File: config.mk
export PLATFORM = sky130hd
export DESIGN_NAME = texture_page_clut_validity_tracker
export DESIGN_NICKNAME = d
export VERILOG_FILES = /design/src/hdl/tpcv_pkg.sv /design/src/hdl/texture_page_clut_validity_tracker.sv /design/src/hdl/tpcv_overlap.sv /design/src/hdl/tpcv_state.sv
export VERILOG_INCLUDE_DIRS = /design/src /design/src/hdl
export SDC_FILE = /design/constraint.sdc
export NUM_CORES = 1
export LEC_CHECK = 0
export BUFFER_PORTS_ARGS = -buffer_cell sky130_fd_sc_hd__buf_4
export CAP_MARGIN = 40
export CORE_MARGIN = 2
export CORE_UTILIZATION = 45
export CTS_BUF_LIST = sky130_fd_sc_hd__clkbuf_8
export DETAILED_ROUTE_END_ITERATION = 8
export PLACE_DENSITY_LB_ADDON = 0.2
export RECOVER_POWER = 25
export SYNTH_ARGS = -nofsm -noshare
export SYNTH_HDL_FRONTEND = slang
export SYNTH_SLANG_ARGS = --single-unit
File: constraint.sdc
create_clock -name clk_i -period 6.7 [get_ports clk_i]
set_input_delay 0.67 -clock clk_i [delete_from_list [all_inputs] [get_ports clk_i]]
set_output_delay 0.67 -clock clk_i [all_outputs]
set_load 0.005 [all_outputs]
File: src/hdl/texture_page_clut_validity_tracker_assert.svh
// ----------------------------------------------------------------------------
// texture page / clut validity tracker assertion macros
// wraps concurrent assertions on clk_i with reset disable; ASSERT_OFF drops them
// ----------------------------------------------------------------------------
`ifndef TEXTURE_PAGE_CLUT_VALIDITY_TRACKER_ASSERT_SVH
`define TEXTURE_PAGE_CLUT_VALIDITY_TRACKER_ASSERT_SVH

`ifndef ASSERT_OFF
// plain property under clk_i, disabled while rst_ni is low
`define TPCV_ASSERT(lbl, prop) \
  lbl: assert property (@(posedge clk_i) disable iff (!rst_ni) (prop)) \
    else $error("tpcv assertion failed");
// implication a |-> b under clk_i
`define TPCV_ASSERT_IMP(lbl, ante, cons) \
  lbl: assert property (@(posedge clk_i) disable iff (!rst_ni) (ante) |-> (cons)) \
    else $error("tpcv implication failed");
`else
`define TPCV_ASSERT(lbl, prop)
`define TPCV_ASSERT_IMP(lbl, ante, cons)
`endif

`endif

File: src/hdl/tpcv_pkg.sv
// ----------------------------------------------------------------------------
// tpcv_pkg
// request/response types and constants of the texture page / clut tracker
// ----------------------------------------------------------------------------
package tpcv_pkg;

  typedef enum logic [1:0] {
    MODE_INVAL   = 2'd0,
    MODE_PAGE    = 2'd1,
    MODE_PALETTE = 2'd2
  } mode_e;

  localparam logic [1:0] FMT_4BIT  = 2'd0;
  localparam logic [1:0] FMT_8BIT  = 2'd1;
  localparam logic [1:0] FMT_16BIT = 2'd2;
  localparam logic [1:0] FMT_NONE  = 2'd3;

  localparam int unsigned PAGE_COUNT_X = 16;
  localparam int unsigned PAGE_ROWS    = 2;
  localparam int unsigned PAGE_SETS    = 6;
  localparam int unsigned PAGE_LINES   = 256;
  localparam int unsigned PAGE_COLS    = 64;
  localparam int unsigned VM_WIDTH     = 1024;
  localparam int unsigned VM_HEIGHT    = 512;

  typedef struct packed {
    logic [1:0]  mode;
    logic [9:0]  rect_left;
    logic [8:0]  rect_top;
    logic [10:0] rect_right;
    logic [9:0]  rect_bottom;
    logic [1:0]  pixel_format;
    logic [3:0]  page_column;
    logic        page_row;
    logic [5:0]  palette_column;
    logic [8:0]  palette_line;
  } req_t;

  typedef struct packed {
    logic reload;
    logic format_error;
  } rsp_t;

  // cached palette key and its dirty flag
  typedef struct packed {
    logic       dirty;
    logic [1:0] fmt;
    logic [5:0] column;
    logic [8:0] line;
  } pal_state_t;

  // per set (format*2+row) page clear mask and palette overlap
  typedef struct packed {
    logic [PAGE_SETS-1:0][PAGE_COUNT_X-1:0] clr;
    logic                                   pal_hit;
  } overlap_t;

endpackage

File: src/hdl/texture_page_clut_validity_tracker.sv
// ----------------------------------------------------------------------------
// texture_page_clut_validity_tracker
// tracks current decoded texture pages and the cached palette of a 1024x512
// halfword video memory: rectangle writes invalidate, lookups report reloads
// ----------------------------------------------------------------------------
// channel   handshake                  payload    direction
// request   in_valid_i / in_ready_o    in_req_i   in
// response  out_valid_o / out_ready_i  out_rsp_o  out
//
// one request per cycle sustained while the response side is not stalled
// the request register feeds one pass of overlap and lookup logic into the
// response register; state is updated when a request moves into it
// reset clears all page valid bits at once and marks the palette dirty
// a stalled response holds while one more request waits in the input register
// ----------------------------------------------------------------------------
`include "texture_page_clut_validity_tracker_assert.svh"

module texture_page_clut_validity_tracker (
  input  logic           clk_i,
  input  logic           rst_ni,
  input  logic           in_valid_i,
  output logic           in_ready_o,
  input  tpcv_pkg::req_t in_req_i,
  output logic           out_valid_o,
  input  logic           out_ready_i,
  output tpcv_pkg::rsp_t out_rsp_o
);

  // input request register
  logic           in_vld_q, in_vld_d;
  tpcv_pkg::req_t req_q;

  // response register
  logic           out_vld_q, out_vld_d;
  tpcv_pkg::rsp_t rsp_q;

  // request moves from the input register into the response register
  logic advance;

  tpcv_pkg::overlap_t   ovl;
  tpcv_pkg::pal_state_t pal;
  tpcv_pkg::rsp_t       rsp_next;

  assign advance    = in_vld_q && (!out_vld_q || out_ready_i);
  assign in_ready_o = !in_vld_q || advance;

  always_comb begin
    in_vld_d  = in_ready_o ? in_valid_i : in_vld_q;
    out_vld_d = advance ? 1'b1 : (out_vld_q && !out_ready_i);
  end

  // overlap of the held rectangle with every page and the palette
  tpcv_overlap u_overlap (
    .req_i (req_q),
    .pal_i (pal),
    .ovl_o (ovl)
  );

  // tracking state; written only on advance so results stay in order
  tpcv_state u_state (
    .clk_i  (clk_i),
    .rst_ni (rst_ni),
    .en_i   (advance),
    .req_i  (req_q),
    .ovl_i  (ovl),
    .pal_o  (pal),
    .rsp_o  (rsp_next)
  );

  always_ff @(posedge clk_i or negedge rst_ni) begin
    if (!rst_ni) begin
      in_vld_q  <= 1'b0;
      out_vld_q <= 1'b0;
    end else begin
      in_vld_q  <= in_vld_d;
      out_vld_q <= out_vld_d;
    end
  end

  // payload registers, no reset needed
  always_ff @(posedge clk_i) begin
    if (in_valid_i && in_ready_o) begin
      req_q <= in_req_i;
    end
    if (advance) begin
      rsp_q <= rsp_next;
    end
  end

  assign out_valid_o = out_vld_q;
  assign out_rsp_o   = rsp_q;

  // back-pressure only when both registers are full and the sink stalls
  `TPCV_ASSERT_IMP(a_ready_low_full, !in_ready_o, in_vld_q && out_vld_q && !out_ready_i)
  // a new response only ever comes from a held request
  `TPCV_ASSERT_IMP(a_rsp_from_req, $rose(out_vld_q), $past(in_vld_q))
  // a format error never comes with a reload
  `TPCV_ASSERT(a_err_no_reload, !(out_vld_q && rsp_q.reload && rsp_q.format_error))
  // a palette lookup always leaves the palette clean
  `TPCV_ASSERT_IMP(a_pal_clean, $past(advance && req_q.mode == tpcv_pkg::MODE_PALETTE), !pal.dirty)

endmodule

File: src/hdl/tpcv_overlap.sv
// ----------------------------------------------------------------------------
// tpcv_overlap
// rectangle overlap tests against all page spans and the palette span
// ----------------------------------------------------------------------------
module tpcv_overlap (
  input  tpcv_pkg::req_t       req_i,
  input  tpcv_pkg::pal_state_t pal_i,
  output tpcv_pkg::overlap_t   ovl_o
);

  logic [11:0] xe;
  logic [9:0]  ye;
  logic [11:0] left_x;
  logic [1:0]  row_hit;
  logic [15:0] hit16, hit8, hit4;
  logic [11:0] col_x;
  logic [9:0]  pal_l;
  logic [10:0] pal_r;

  // clip edges to the video memory for the page test
  always_comb begin
    xe = (req_i.rect_right > 11'(tpcv_pkg::VM_WIDTH)) ? 12'(tpcv_pkg::VM_WIDTH)
                                                      : {1'b0, req_i.rect_right};
    ye = (req_i.rect_bottom > 10'(tpcv_pkg::VM_HEIGHT)) ? 10'(tpcv_pkg::VM_HEIGHT)
                                                        : req_i.rect_bottom;
    left_x = {2'b00, req_i.rect_left};
  end

  always_comb begin
    for (int r = 0; r < tpcv_pkg::PAGE_ROWS; r++) begin
      row_hit[r] = (10'(r * tpcv_pkg::PAGE_LINES) < ye) &&
                   ({1'b0, req_i.rect_top} < 10'((r + 1) * tpcv_pkg::PAGE_LINES));
    end
  end

  always_comb begin
    col_x = '0;
    for (int c = 0; c < tpcv_pkg::PAGE_COUNT_X; c++) begin
      col_x    = 12'(c * tpcv_pkg::PAGE_COLS);
      hit16[c] = (col_x < xe) && (left_x < col_x + 12'd256);
      hit8[c]  = hit16[c] && (left_x < col_x + 12'd128);
      hit4[c]  = hit8[c] && (left_x < col_x + 12'd64);
    end
  end

  always_comb begin
    for (int r = 0; r < tpcv_pkg::PAGE_ROWS; r++) begin
      ovl_o.clr[r]     = row_hit[r] ? hit4  : '0;
      ovl_o.clr[2 + r] = row_hit[r] ? hit8  : '0;
      ovl_o.clr[4 + r] = row_hit[r] ? hit16 : '0;
    end
  end

  // palette span: 16 halfwords for four-bit, 256 otherwise; edges unclipped
  always_comb begin
    pal_l = {pal_i.column, 4'b0000};
    pal_r = {1'b0, pal_l} + ((pal_i.fmt == tpcv_pkg::FMT_4BIT) ? 11'd16 : 11'd256);
    ovl_o.pal_hit = !pal_i.dirty &&
                    (req_i.rect_top <= pal_i.line) &&
                    ({1'b0, pal_i.line} < req_i.rect_bottom) &&
                    ({1'b0, req_i.rect_left} < pal_r) &&
                    (req_i.rect_right > {1'b0, pal_l});
  end

endmodule

File: src/hdl/tpcv_state.sv
// ----------------------------------------------------------------------------
// tpcv_state
// page valid bits, palette key and the response of one request
// ----------------------------------------------------------------------------
module tpcv_state (
  input  logic                 clk_i,
  input  logic                 rst_ni,
  input  logic                 en_i,
  input  tpcv_pkg::req_t       req_i,
  input  tpcv_pkg::overlap_t   ovl_i,
  output tpcv_pkg::pal_state_t pal_o,
  output tpcv_pkg::rsp_t       rsp_o
);

  logic [tpcv_pkg::PAGE_SETS-1:0][tpcv_pkg::PAGE_COUNT_X-1:0] valid_q, valid_d;
  tpcv_pkg::pal_state_t pal_q, pal_d;
  logic [2:0]  idx;
  logic [15:0] cur_word;
  logic        fmt_ok;
  logic        pal_miss;

  always_comb begin
    fmt_ok   = (req_i.pixel_format != tpcv_pkg::FMT_NONE);
    idx      = {req_i.pixel_format, req_i.page_row};
    cur_word = fmt_ok ? valid_q[idx] : '0;
    pal_miss = pal_q.dirty || (pal_q.fmt != req_i.pixel_format) ||
               (pal_q.column != req_i.palette_column) ||
               (pal_q.line != req_i.palette_line);
  end

  always_comb begin
    valid_d = valid_q;
    pal_d   = pal_q;
    rsp_o   = '0;
    unique case (req_i.mode)
      tpcv_pkg::MODE_INVAL: begin
        for (int s = 0; s < tpcv_pkg::PAGE_SETS; s++) begin
          valid_d[s] = valid_q[s] & ~ovl_i.clr[s];
        end
        if (ovl_i.pal_hit) begin
          pal_d.dirty = 1'b1;
        end
      end
      tpcv_pkg::MODE_PAGE: begin
        if (!fmt_ok) begin
          rsp_o.format_error = 1'b1;
        end else if (!cur_word[req_i.page_column]) begin
          rsp_o.reload = 1'b1;
          valid_d[idx][req_i.page_column] = 1'b1;
        end
      end
      tpcv_pkg::MODE_PALETTE: begin
        if (pal_miss) begin
          rsp_o.reload = 1'b1;
          pal_d.dirty  = 1'b0;
          pal_d.fmt    = req_i.pixel_format;
          pal_d.column = req_i.palette_column;
          pal_d.line   = req_i.palette_line;
        end
      end
      default: begin
      end
    endcase
  end

  always_ff @(posedge clk_i or negedge rst_ni) begin
    if (!rst_ni) begin
      valid_q <= '0;
      pal_q   <= '{dirty: 1'b1, fmt: 2'd0, column: 6'd0, line: 9'd0};
    end else if (en_i) begin
      valid_q <= valid_d;
      pal_q   <= pal_d;
    end
  end

  assign pal_o = pal_q;

endmodule

==> results.txt, run 1 <==
The number of enable flip-flop cells after synthesis came out at 62. The number of antenna violations at the first check in global routing is 0. The cell area after synthesis is 0.00924 mm². The maximum vdd drop came out at 124 µV. The final route contains 7529 vias. The largest net degree at the start of global routing is 61. The maximum cell stage delay along the critical path is 0.81 ns. The vertical extent of the die is 147 µm. TritonCTS built the clock tree. Setup repair after global routing left no endpoint under its margin. The detail route stage leaves a number of antenna-violating nets equal to 0. At the end of the flow the core is filled with cells to 0.517. The gate count after technology mapping came out at 899. The post-synthesis cell type count is 66. The I/O pin count is 72. The detailed-placement wirelength estimate is 17800 µm. The maximum buffer depth of the clock tree is 2.

The clock transition at the register clock pins on the worst setup and hold paths after CTS came out at 0.11 ns. The insertion delay of the later-clocked pin in the worst-skew pair came out at 0.49 ns. The fraction of synthesized area in multiplexers came out at 0.0555. The run finished, with violations left.

STA classifies the critical path startpoint as a register. The proportion of synthesized flip-flops having asynchronous set or reset came out at 0.652. The peak fanout along the critical path is 60. The worst relative slew slack came out at -0.512. Post-CTS repair changed the size of 0 cells. The ratio of final minimum period to clock period came out at 0.658.

The level count of the clock H-tree came out at 4. The library cell used most frequently in the layout, excluding fill and tap cells, is dfrtp_1. For this run, the total global-route usage over all layers was measured as 0.247. Counting every net in the synthesized netlist gives 1000. The initial cell density of the core is 0.458.

For this run the aggregate overflow at the end of global routing stands at 0. The number of port buffers came out at 67. At the end of the flow, the number of nets in the layout was 1058. Derived from the worst setup path, the maximum achievable clock frequency is 227 MHz.

The final total negative setup slack is 0 ns. The total setup violations reported at the end of the flow came out at 0. The wire length of the first global-routing pass came out at 41000 µm. The synthesis-stage register bit count came out at 178. The number of standard-cell rows in the floorplan came out at 52. The cell sitting at the root of the clock tree is a clkbuf_8. The path class of the tightest hold or removal check is input port to register.

The number of cells in the design after placement is 1208. STA puts the critical path data required time at 7.07 ns. The buffer count from post-CTS setup fixing is 0. Max-cap violations in this run came to 1. 0 antenna diodes ended up in the layout.

Dividing the detail-routed wire length by the instance count gives 20.8 µm. The total wire length came out at 25700 µm. Of the total synthesized cell area, the portion taken by AND, OR, NAND and NOR gates is 0.131. Walking the worst path, the cells encountered are buf_4 > nor2b_1 > a221o_1 > a21oi_1 > nor4bb_1 > a311oi_4 > buf_4 > nand4_2 > a221oi_1. On the final layout, the worst clock skew is 0.0138 ns. The first detailed-routing pass took 8 iterations.

The share of the synthesized area in compound gates (AO/OA/AOI/OAI) is 0.184. The number of global-route vias before repair came out at 7396. The final RePlAce weighted congestion came out at 0.889. The number of warnings reported in the yosys synthesis log came out at 0. The mean post-synth cell area came out at 10.3 µm². The clock sink total is 178. The arithmetic-cell share of the synthesized area counting full adders, half adders and majority gates came out at 0.0447. The type of destination of the critical path is a register. The area added between synthesis and finish came out at 12.9%. The final instance count without filler cells came out at 1240. Among the stages of the critical path, the cell type that occurs most often is buf_4. In the layout the commonest cells are dfrtp_1, nor2_1, a21oi_1, inv_1, edfxtp_1.

The number of design rule violations left after detail routing came out at 0. The total area inside the core boundary comes to 0.0202 mm². The number of DRC markers after the initial detailed-route iteration is 826. The actual slew at the worst max-slew pin is 2.27 ns. Among all stages on the critical path, the largest delay is contributed by nand4_2. The number of buffers created by CTS is 17.

The final max-slew violation count came to 41. The pre-CTS worst setup slack came out at 2.43 ns. The minimum period implied by the final worst setup slack is 4.41 ns. The die span in x came out at 147 µm. The proportion of layout cells with a drive suffix above 1 came out at 0.164. The power density of the placed cells came out at 237 mW/mm². The register area came out at 0.00477 mm². The analysis attributes to cell leakage a power of 4.33 nW. The final-report hold violation count came out at 0.

The sequential element share of the synthesized area is 0.516. The fill cell instance count of the final layout is 1888. The share of the synthesized netlist area taken by xor and xnor gates came out at 0.0199. The number of hold buffers added after CTS was 0.

The data arrival time of the critical path is 4.78 ns. The final reports fail on max-capacitance violations, max-slew violations. The dominant combinational cell family by area after synthesis is compound AO/OA/AOI/OAI gates. The critical path in this run is classified as register to register.

The post-route worst setup slack came out at 2.29 ns. The most used flip-flop cell after synthesis is dfrtp_1. Using the TritonRoute via totals, the vias-per-cell ratio works out to 6.07.

The die area is 0.0217 mm². The area taken by multi-input logic gates came out at 0.00402 mm².
routing by layer:
metal,GRT usage,vias up,wire [µm]
met5,0,-,0
met4,0.0981,0,681
met3,0.0658,56,2450
met2,0.371,372,11600
met1,0.341,3673,11100
li1,-,3428,-
logic make-up (layout without fill, tap and decap cells):
group                      after synthesis  count (layout)
muxes                                   45              45
adders and majority gates               33              33
and+or+nand+nor                        248             248
DFF                                    178             178
AOI/OAI and AO/OA                      266             266
xor gates and xnor gates                21              21
buffers and inverters                  108             179
final timing paths:
kind                                  endpoint  slack [ns]  depth (start not counted)                 from
setup / recovery           u_state.valid_q[13]        2.29                          9            req_q[20]
hold / removal                       req_q[11]        0.37                          1         in_req_i[11]
setup reg to reg           u_state.valid_q[13]        2.29                          9            req_q[20]
hold reg to reg            u_state.valid_q[15]        0.49                          2  u_state.valid_q[15]
max in group asynchronous    u_state.pal_o[17]        4.07                          3               rst_ni
min in group asynchronous  u_state.valid_q[94]        0.84                          1               rst_ni
registers in the layout (all words and copies together) (netlist names):
signal and cells:
u_state.valid_q 96, req_q 60, u_state.pal_o 18, out_rsp_o 2, in_vld_q 1, out_valid_o 1
worst max-delay path, delay by kind of cell, from the launching register on:
kind | cells | cell delay, ns
AO/OA/AOI/OAI | 4 | 1.42
AND/OR/NAND/NOR | 3 | 1.18
buffers and inverters | 2 | 0.97
flip-flops | 1 | 0.71
stage by stage:
stage | total power, mW | cell area, µm² | hold WS, ns
floorplan | 1.56 | 9240 | 0.374
global placement | 1.70 | 9960 | 0.464
detailed placement | 1.71 | 10000 | 0.473
CTS | 2.49 | 10400 | 0.140
global route | 2.60 | 10400 | 0.333
finish | 2.47 | 10400 | 0.368
power breakdown:
| part | internal [mW] | switching (mW) | leakage [nW] |
|---|---|---|---|
| logic | 0.182 | 0.241 | 1.95 |
| registers | 1.20 | 0.0736 | 2.17 |
| clock network | 0.320 | 0.460 | 0.212 |
area by class of cell:
type | instances | share of cell area
Sequential cell | 178 | 0.457
Multi-Input combinational cell | 613 | 0.386
Timing Repair Buffer | 85 | 0.0627
Tap cell | 270 | 0.0324
Clock buffer | 17 | 0.0224
Inverter | 62 | 0.0223
Clock inverter | 15 | 0.0178
cells in the mapped netlist, drive strengths merged, types with 3 or more instances:
library cell | count | area (µm²)
xor2 | 13 | 114
inv | 62 | 233
nor4 | 6 | 37.5
o221ai | 4 | 35.0
nand2 | 53 | 199
nand3 | 12 | 60.1
ha | 33 | 413
and2 | 12 | 75.1
and3 | 7 | 43.8
clkbuf | 25 | 93.8
nand4 | 5 | 37.5
buf | 21 | 125
o32ai | 19 | 166
a21o | 7 | 52.6
a221oi | 15 | 131
o22ai | 14 | 87.6
or3 | 5 | 31.3
mux2i | 13 | 130
mux2 | 30 | 338
o31ai | 3 | 22.5
dfrtp | 115 | 2880
or2 | 5 | 31.3
o21ai | 38 | 190
nor3 | 18 | 95.1
a21oi | 81 | 405
edfxtp | 62 | 1860
xnor2 | 8 | 70.1
nor3b | 4 | 30.0
nor2 | 87 | 327
nor2b | 8 | 50.1
o21a | 7 | 52.6
a31oi | 54 | 338
nand2b | 17 | 106
Power figures use the tool's default switching activity.
==> inputs of run 2 (changes only) <==
clock period = 3.55 ns   (was 6.7 ns; I/O delays follow)
==> results.txt, run 2 (same netlist as run 1, synthesis figures left out) <==
The flow ran to the end, but the final reports show violations. The final reports fail on max-capacitance violations, max-slew violations. The vertical extent of the die is 147 µm. The launching element type of the critical path is a register. The smallest clock period supported by the final layout is computed as 3.12 ns. The worst hold path terminates at req_q[46]. The total congestion overflow is 0. The worst hold path begins at in_req_i[46]. In the layout the commonest cells are dfrtp_1, nor2_1, a21oi_1, inv_1, edfxtp_1. Entering global routing, the biggest net connects 79 pins. The post-cts resize count came out at 0. The worst register-to-register path has a depth of 12. The detailed router finished its first iteration with 818 violations.

The standard cell area after detailed placement is 0.0104 mm². The library cell used most frequently in the layout, excluding fill and tap cells, is dfrtp_1. The final total negative setup slack is 0 ns. The part of the power in the clock network is 0.318.

The post-route worst setup slack came out at 0.425 ns. The tree is rooted in a clkbuf_8. The die is 147 µm wide. The maximum vdd drop came out at 322 µV. The number of buffers added to fix hold violations after cts is 1. The critical path is of the register to register type. Setup repair after global routing left no endpoint under its margin. The final-report hold violation count was 0. The clock sink total came out at 178. The final design instance area without fill is 0.0109 mm². For this design the top-level I/O count stands at 72. The tool flagged a number of max-cap violations equal to 1. The actual slew at the worst max-slew pin is 2.31 ns.

The initial cell density of the core is 0.458. The proportion of layout cells with a drive suffix above 1 came out at 0.197. The number of buffers created by CTS is 17.

The number of diodes added for antenna fixing is 0. The number of global-route vias before repair came out at 7319. The number of vias per cell after detailed routing came out at 5.91.

The number of antenna violations at the first check in global routing is 0. The setup check on the worst reg-to-reg path leaves a slack of 0.43 ns. The share of power burned in combinational logic came out at 0.179. The detailed-placement wirelength estimate came out at 19100 µm. The register area is 0.00477 mm². For this run, the detailed router's first-pass iteration total came to 7. The path class of the tightest hold or removal check is input port to register.

Fill cells in the final layout number 1828. The worst register-to-register path ends at u_state.valid_q[28]. The final RePlAce weighted congestion came out at 0.950.

The total number of nets in the final design is 1104. Dividing the detail-routed wire length by the instance count gives 20.7 µm. In the global route stage, overall resource usage came out at 0.252. The data arrival time of the critical path came out at 3.49 ns. At the worst endpoint, the required time is 3.92 ns.

The ratio of final minimum period to clock period is 0.880. Derived from the worst setup path, the maximum achievable clock frequency is 320 MHz. The number of cells traversed by the worst hold path came out at 1.

The wire length of the first global-routing pass came out at 41800 µm. The clock transition at the register clock pins on the worst setup and hold paths after CTS is 0.11 ns. The die covers 0.0217 mm². The maximum buffer depth of the clock tree came out at 2. The switching portion of total power is 0.317. The worst clock skew is 0.0136 ns. The core area is 0.0202 mm². The worst hold slack came out at 0.0529 ns. The count of nets left with antenna violations once routing finished came out at 0. The via total after detailed routing came out at 7604. The total setup violations reported at the end of the flow came out at 0. The number of cells in the design after placement is 1249. The area added between synthesis and finish came out at 17.9%. TritonCTS built the clock tree. In the final layout, the multi-input gates occupy 0.00402 mm².

The sequential power share came out at 0.502. The level count of the clock H-tree is 4. Power spread over the standard cell area amounts to 438 mW/mm². The internal portion of total power came out at 3.26 mW. The register with the most flip-flops in the layout has 96 of them. For the worst-skew pair, the clock arrives at the later sink with an insertion delay of 0.49 ns.

The pre-CTS worst setup slack is 0.503 ns. The leakage power figure came out at 4.59 nW. The type of destination of the critical path is a register. The buffer count from post-CTS setup fixing came out at 0.

Along the worst path, the maximum fanout reaches 16. After detailed routing, the number of remaining DRC violations is 0. The net switching component of the power is 1.51 mW.

The total wire length came out at 26600 µm. The final max-slew violation count came out at 39. The final instance count without filler cells came out at 1286. The number of port buffers came out at 67. The number of standard-cell rows in the floorplan is 52. Counting flops per register, the top entry is u_state.valid_q. The worst register-to-register path begins at req_q[21]. Measured against its own limit, the worst slew margin works out to -0.539.
run 2: layer usage:
metal / vias to the layer above / GRT usage / part of all wire
li1: 3514 / - / -
met1: 3683 / 0.362 / 0.44
met2: 347 / 0.386 / 0.45
met3: 60 / 0.0606 / 0.086
met4: 0 / 0.0659 / 0.021
met5: - / 0 / 0
run 2: worst max path at each step:
stage	startpoint	to	slack [ns]	cells past startpoint
CTS	req_q[21]	u_state.valid_q[28]	0.44	12
floorplan	req_q[21]	u_state.valid_q[71]	1.09	9
detailed placement	req_q[21]	u_state.valid_q[22]	0.50	12
finish	req_q[21]	u_state.valid_q[28]	0.43	12
global route	req_q[15]	u_state.valid_q[28]	0.21	11
global placement	req_q[15]	u_state.valid_q[34]	0.42	10
run 2: critical path, stage by stage, from the launching register on:
cell      delay (ns)
edfxtp_1        0.43
buf_12          0.17
nor2b_1         0.12
buf_4           0.17
buf_12          0.13
a221o_1         0.34
a21oi_1         0.26
nor4bb_1        0.10
buf_4           0.16
a311oi_4        0.39
nand4_1         0.22
buf_12          0.22
a221oi_1        0.30
run 2: power by group through the flow:
| stage | sequential, mW | combinational (mW) | clock, mW |
|---|---|---|---|
| after floorplan | 2.38 | 0.558 | 0 |
| after global placement | 2.43 | 0.830 | 0 |
| after detailed placement | 2.44 | 0.849 | 0 |
| after CTS | 2.39 | 0.856 | 1.55 |
| after global routing | 2.41 | 0.958 | 1.63 |
| final | 2.40 | 0.855 | 1.52 |
run 2: area by class of cell:
type	instances	share of cell area
Clock buffer	17	0.0215
Clock inverter	15	0.0191
Inverter	62	0.0214
Multi-Input combinational cell	613	0.369
Sequential cell	178	0.438
Tap cell	270	0.0310
Timing Repair Buffer	131	0.100
run 2: stage by stage:
step                      utilization  power (mW)
final                           0.540        4.77
after global routing            0.540        5.00
after CTS                       0.538        4.80
after detailed placement        0.516        3.29
after global placement          0.516        3.26
after floorplan                     -        2.94
==> inputs of run 3 (changes only) <==
ABC_AREA = 1   (was not set)
==> results.txt, run 3 <==
In this run the static leakage power is 6.42 nW. The run finished, with violations left. The cell sitting at the root of the clock tree is a clkbuf_8. The worst register-to-register path ends at u_state.valid_q[94]. Of the post-synthesis cell area, the part taken by muxes is 0. The max-capacitance violation count is 1. Of the total synthesized cell area, the portion taken by AND, OR, NAND and NOR gates is 0.378.

The cell area after synthesis came out at 0.0117 mm². The insertion delay of the later-clocked pin in the worst-skew pair came out at 0.50 ns. Setup repair after global routing left no endpoint under its margin. In the global route stage, overall resource usage came out at 0.283. The share of the synthesized area in compound gates (AO/OA/AOI/OAI) is 0.0978. The data arrival time of the critical path came out at 3.64 ns. In this run the remaining antenna-violating nets after routing total 0. The number of port buffers came out at 67.

The Yosys step of the flow raised 0 warnings. Leaving out fill and tap cells, the most frequent cell in the layout is nand2_1. The area added between synthesis and finish is 14.2%. The final total negative setup slack is 0 ns.

The critical path goes through inv_2 > nand3_1 > buf_4 > o21ai_0 > nor2_1 > nand2_1 > nand2_1 > nor2_1 > nor2_1 > nor2_1 > nand3_4 > nand3_4 > buf_12 > nand2_1 > nand2_1. After detailed routing, the number of vias per cell comes to 5.72. Measured against its own limit, the worst slew margin works out to -0.256. The logic depth of the worst register-to-register path is 15. The initial cell density of the core came out at 0.454.

The maximum cell stage delay along the critical path is 0.54 ns. Of the total synthesized cell area, the portion taken by full adders, half adders and majority gates is 0.0353. STA classifies the critical path startpoint as a register. The first global-routing pass estimated 59800 µm of wire. The share of total power dissipated in sequential elements is 0.456.

A synthesized cell averages 7.00 µm². The dominant combinational cell family by area after synthesis is simple AND/OR/NAND/NOR gates. The final-report hold violation count was 0. Sorting the synthesized cells by how often they occur yields nand2_1, nor2_1, o21ai_0. The number of flip-flops under the largest register name came out at 96. The total wire length came out at 37800 µm.

Counting flops and latches in the post-synthesis netlist gives 178. The number of antenna violations at the first check in global routing is 0. The min-delay analysis places its worst path in the category input port to register. In the final layout, the share of cells above drive strength 1 is 0.0981.

The number of enable flip-flop cells after synthesis is 62. The share of the synthesized netlist area taken by xor and xnor gates came out at 0.00749. The required time at the endpoint of the critical path is 3.98 ns.

In the final routed layout, each cell accounts on average for 18.2 µm. Across the routed clock network, the largest skew measured is 0.0296 ns. The die span in x is 165 µm. The H-tree was split into 4 levels. The vertical extent of the die came out at 165 µm. The ratio of final minimum period to clock period is 0.905.

After floorplanning, the core was divided into 59 placement rows. The internal power of the cells totals 3.37 mW. The buffer count from post-CTS setup fixing came out at 0. The die area came out at 0.0273 mm². The flip-flop cell with the highest count after synthesis is dfrtp_1.

u_state.valid_q holds more flip-flops than any other register. The clock transition at the register clock pins on the worst setup and hold paths after CTS came out at 0.12 ns. In this run, distinct cell masters in the synthesized netlist total 40. STA classifies the critical path endpoint as a register. Ranked by total cell area, the synthesized netlist is headed by dfrtp_1, nand2_1, edfxtp_1, o21ai_0, nand3_1.

TritonCTS built the clock tree. The number of global-route vias before repair came out at 10800. The final max-slew violation count came to 33. The launch point of the worst path is req_q[21]. The peak fanout along the critical path came out at 26. The total number of nets in the final design came out at 1831.

The clock sink total came out at 178. The library cells used most frequently in the layout, excluding fill and tap cells, are nand2_1, nor2_1, o21ai_0, nand3_1, nand4_1. The power density of the placed cells came out at 408 mW/mm². The actual slew at the worst max-slew pin came out at 1.88 ns.

The number of buffers added to fix hold violations after cts came out at 1. Of the total power, the share spent switching nets is 0.383. The number of diodes added for antenna fixing is 0. The via total after detailed routing came out at 11900. The highest clock frequency the design can meet came out at 311 MHz. The sequential element share of the synthesized area came out at 0.407. Counting along the longest clock path gives a buffer depth of 2. The detailed-placement wirelength estimate came out at 25000 µm.

After layout, the design draws a total of 5.45 mW. Setup violations remaining at the end of the flow were counted as 0. The path type of the worst setup path is register to register.

The number of iterations in the first detailed-routing pass is 8. The number of design rule violations left after detail routing is 0. The library cell with the highest instance count after synthesis is nand2_1. The slowest stage of the critical path belongs to the cell edfxtp_1.

The share of power burned in combinational logic is 0.250. After technology mapping, the gate count stands at 1670. The net count of the mapped netlist is 1771. In this run the critical register-to-register path is launched from req_q[21]. The synthesized design spends more area on one cell type than any other, namely dfrtp_1. The final reports fail on max-capacitance violations, max-slew violations. Following the worst setup path forward leads to its endpoint at u_state.valid_q[94]. The minimum period implied by the final worst setup slack is 3.21 ns.

The part of the power in the clock network is 0.294. The I/O pin count came out at 72. The net switching component of the power is 2.09 mW. The number of clock buffers added by TritonCTS is 17. The share of the synthesized area in the top cell type came out at 0.246. The core area came out at 0.0258 mm². The proportion of synthesized flip-flops having asynchronous set or reset is 0.652.

The total congestion overflow is 0. Routability-driven placement finished with a final weighted congestion of 0.964. The post-cts resize count is 0. The number of DRC markers after the initial detailed-route iteration is 1460. VDD sags by at most 268 µV. The register-to-register setup slack is 0.34 ns. The fill cell instance count of the final layout is 2522. The largest net degree at the start of global routing is 97.
## run 3: power by group through the flow
stage          logic [mW]  registers [mW]  clock network [mW]
2_1_floorplan       0.883            2.46                   0
3_3_place_gp         1.29            2.52                   0
3_5_place_dp         1.33            2.52                   0
4_1_cts              1.34            2.48                1.63
5_1_grt              1.53            2.51                1.72
6_report             1.36            2.49                1.60
## run 3: layer usage
metal | wire, µm | track usage
met1 | 16000 | 0.385
met2 | 17300 | 0.444
met3 | 3200 | 0.0477
met4 | 1340 | 0.122
met5 | 0 | 0
## run 3: cell families (layout without fill, tap and decap cells)
group,count (synthesis),in the layout
buf+inv,208,281
xor+xnor,10,10
compound gates,219,219
simple gates,1022,1022
flops,178,178
fa+ha+maj,33,33
## run 3: through the flow
stage | hold slack [ns] | worst slack, ns | instances | util | cell area (µm²)
final | 0.0578 | 0.336 | 2078 | 0.518 | 13400
after CTS | 0.000205 | 0.407 | 2058 | 0.511 | 13200
after floorplan | 0.0594 | 1.35 | 1670 | - | 11700
after detailed placement | 0.337 | 0.463 | 2025 | 0.493 | 12700
after global placement | 0.327 | 0.450 | 2023 | 0.491 | 12600
after global routing | 0.0332 | 0.0760 | 2078 | 0.518 | 13400
## run 3: how the worst min path moves through the flow
stage	to	slack, ns	start	depth (start not counted)
floorplan	in_vld_q	0.06	rst_ni	0
global placement	u_state.valid_q[39]	0.33	rst_ni	1
detailed placement	u_state.valid_q[53]	0.34	rst_ni	1
CTS	req_q[62]	0.0002	in_req_i[62]	1
global route	req_q[21]	0.03	in_req_i[21]	1
finish	req_q[9]	0.06	in_req_i[9]	1
## run 3: final cells by class
cell class                      count  area, µm²  area share
Multi-Input combinational cell   1284       6090       0.456
Sequential cell                   178       4770       0.357
Timing Repair Buffer              136       1200      0.0896
Inverter                          113        424      0.0318
Tap cell                          335        419      0.0314
Clock buffer                       17        234      0.0175
Clock inverter                     15        221      0.0166
## run 3: critical path, delay by kind of cell (launching register included)
| family | cells | cell delay (ns) |
|---|---|---|
| AO/OA/AOI/OAI | 1 | 0.23 |
| buffers and inverters | 3 | 0.81 |
| flip-flops | 1 | 0.54 |
| AND/OR/NAND/NOR | 11 | 1.54 |
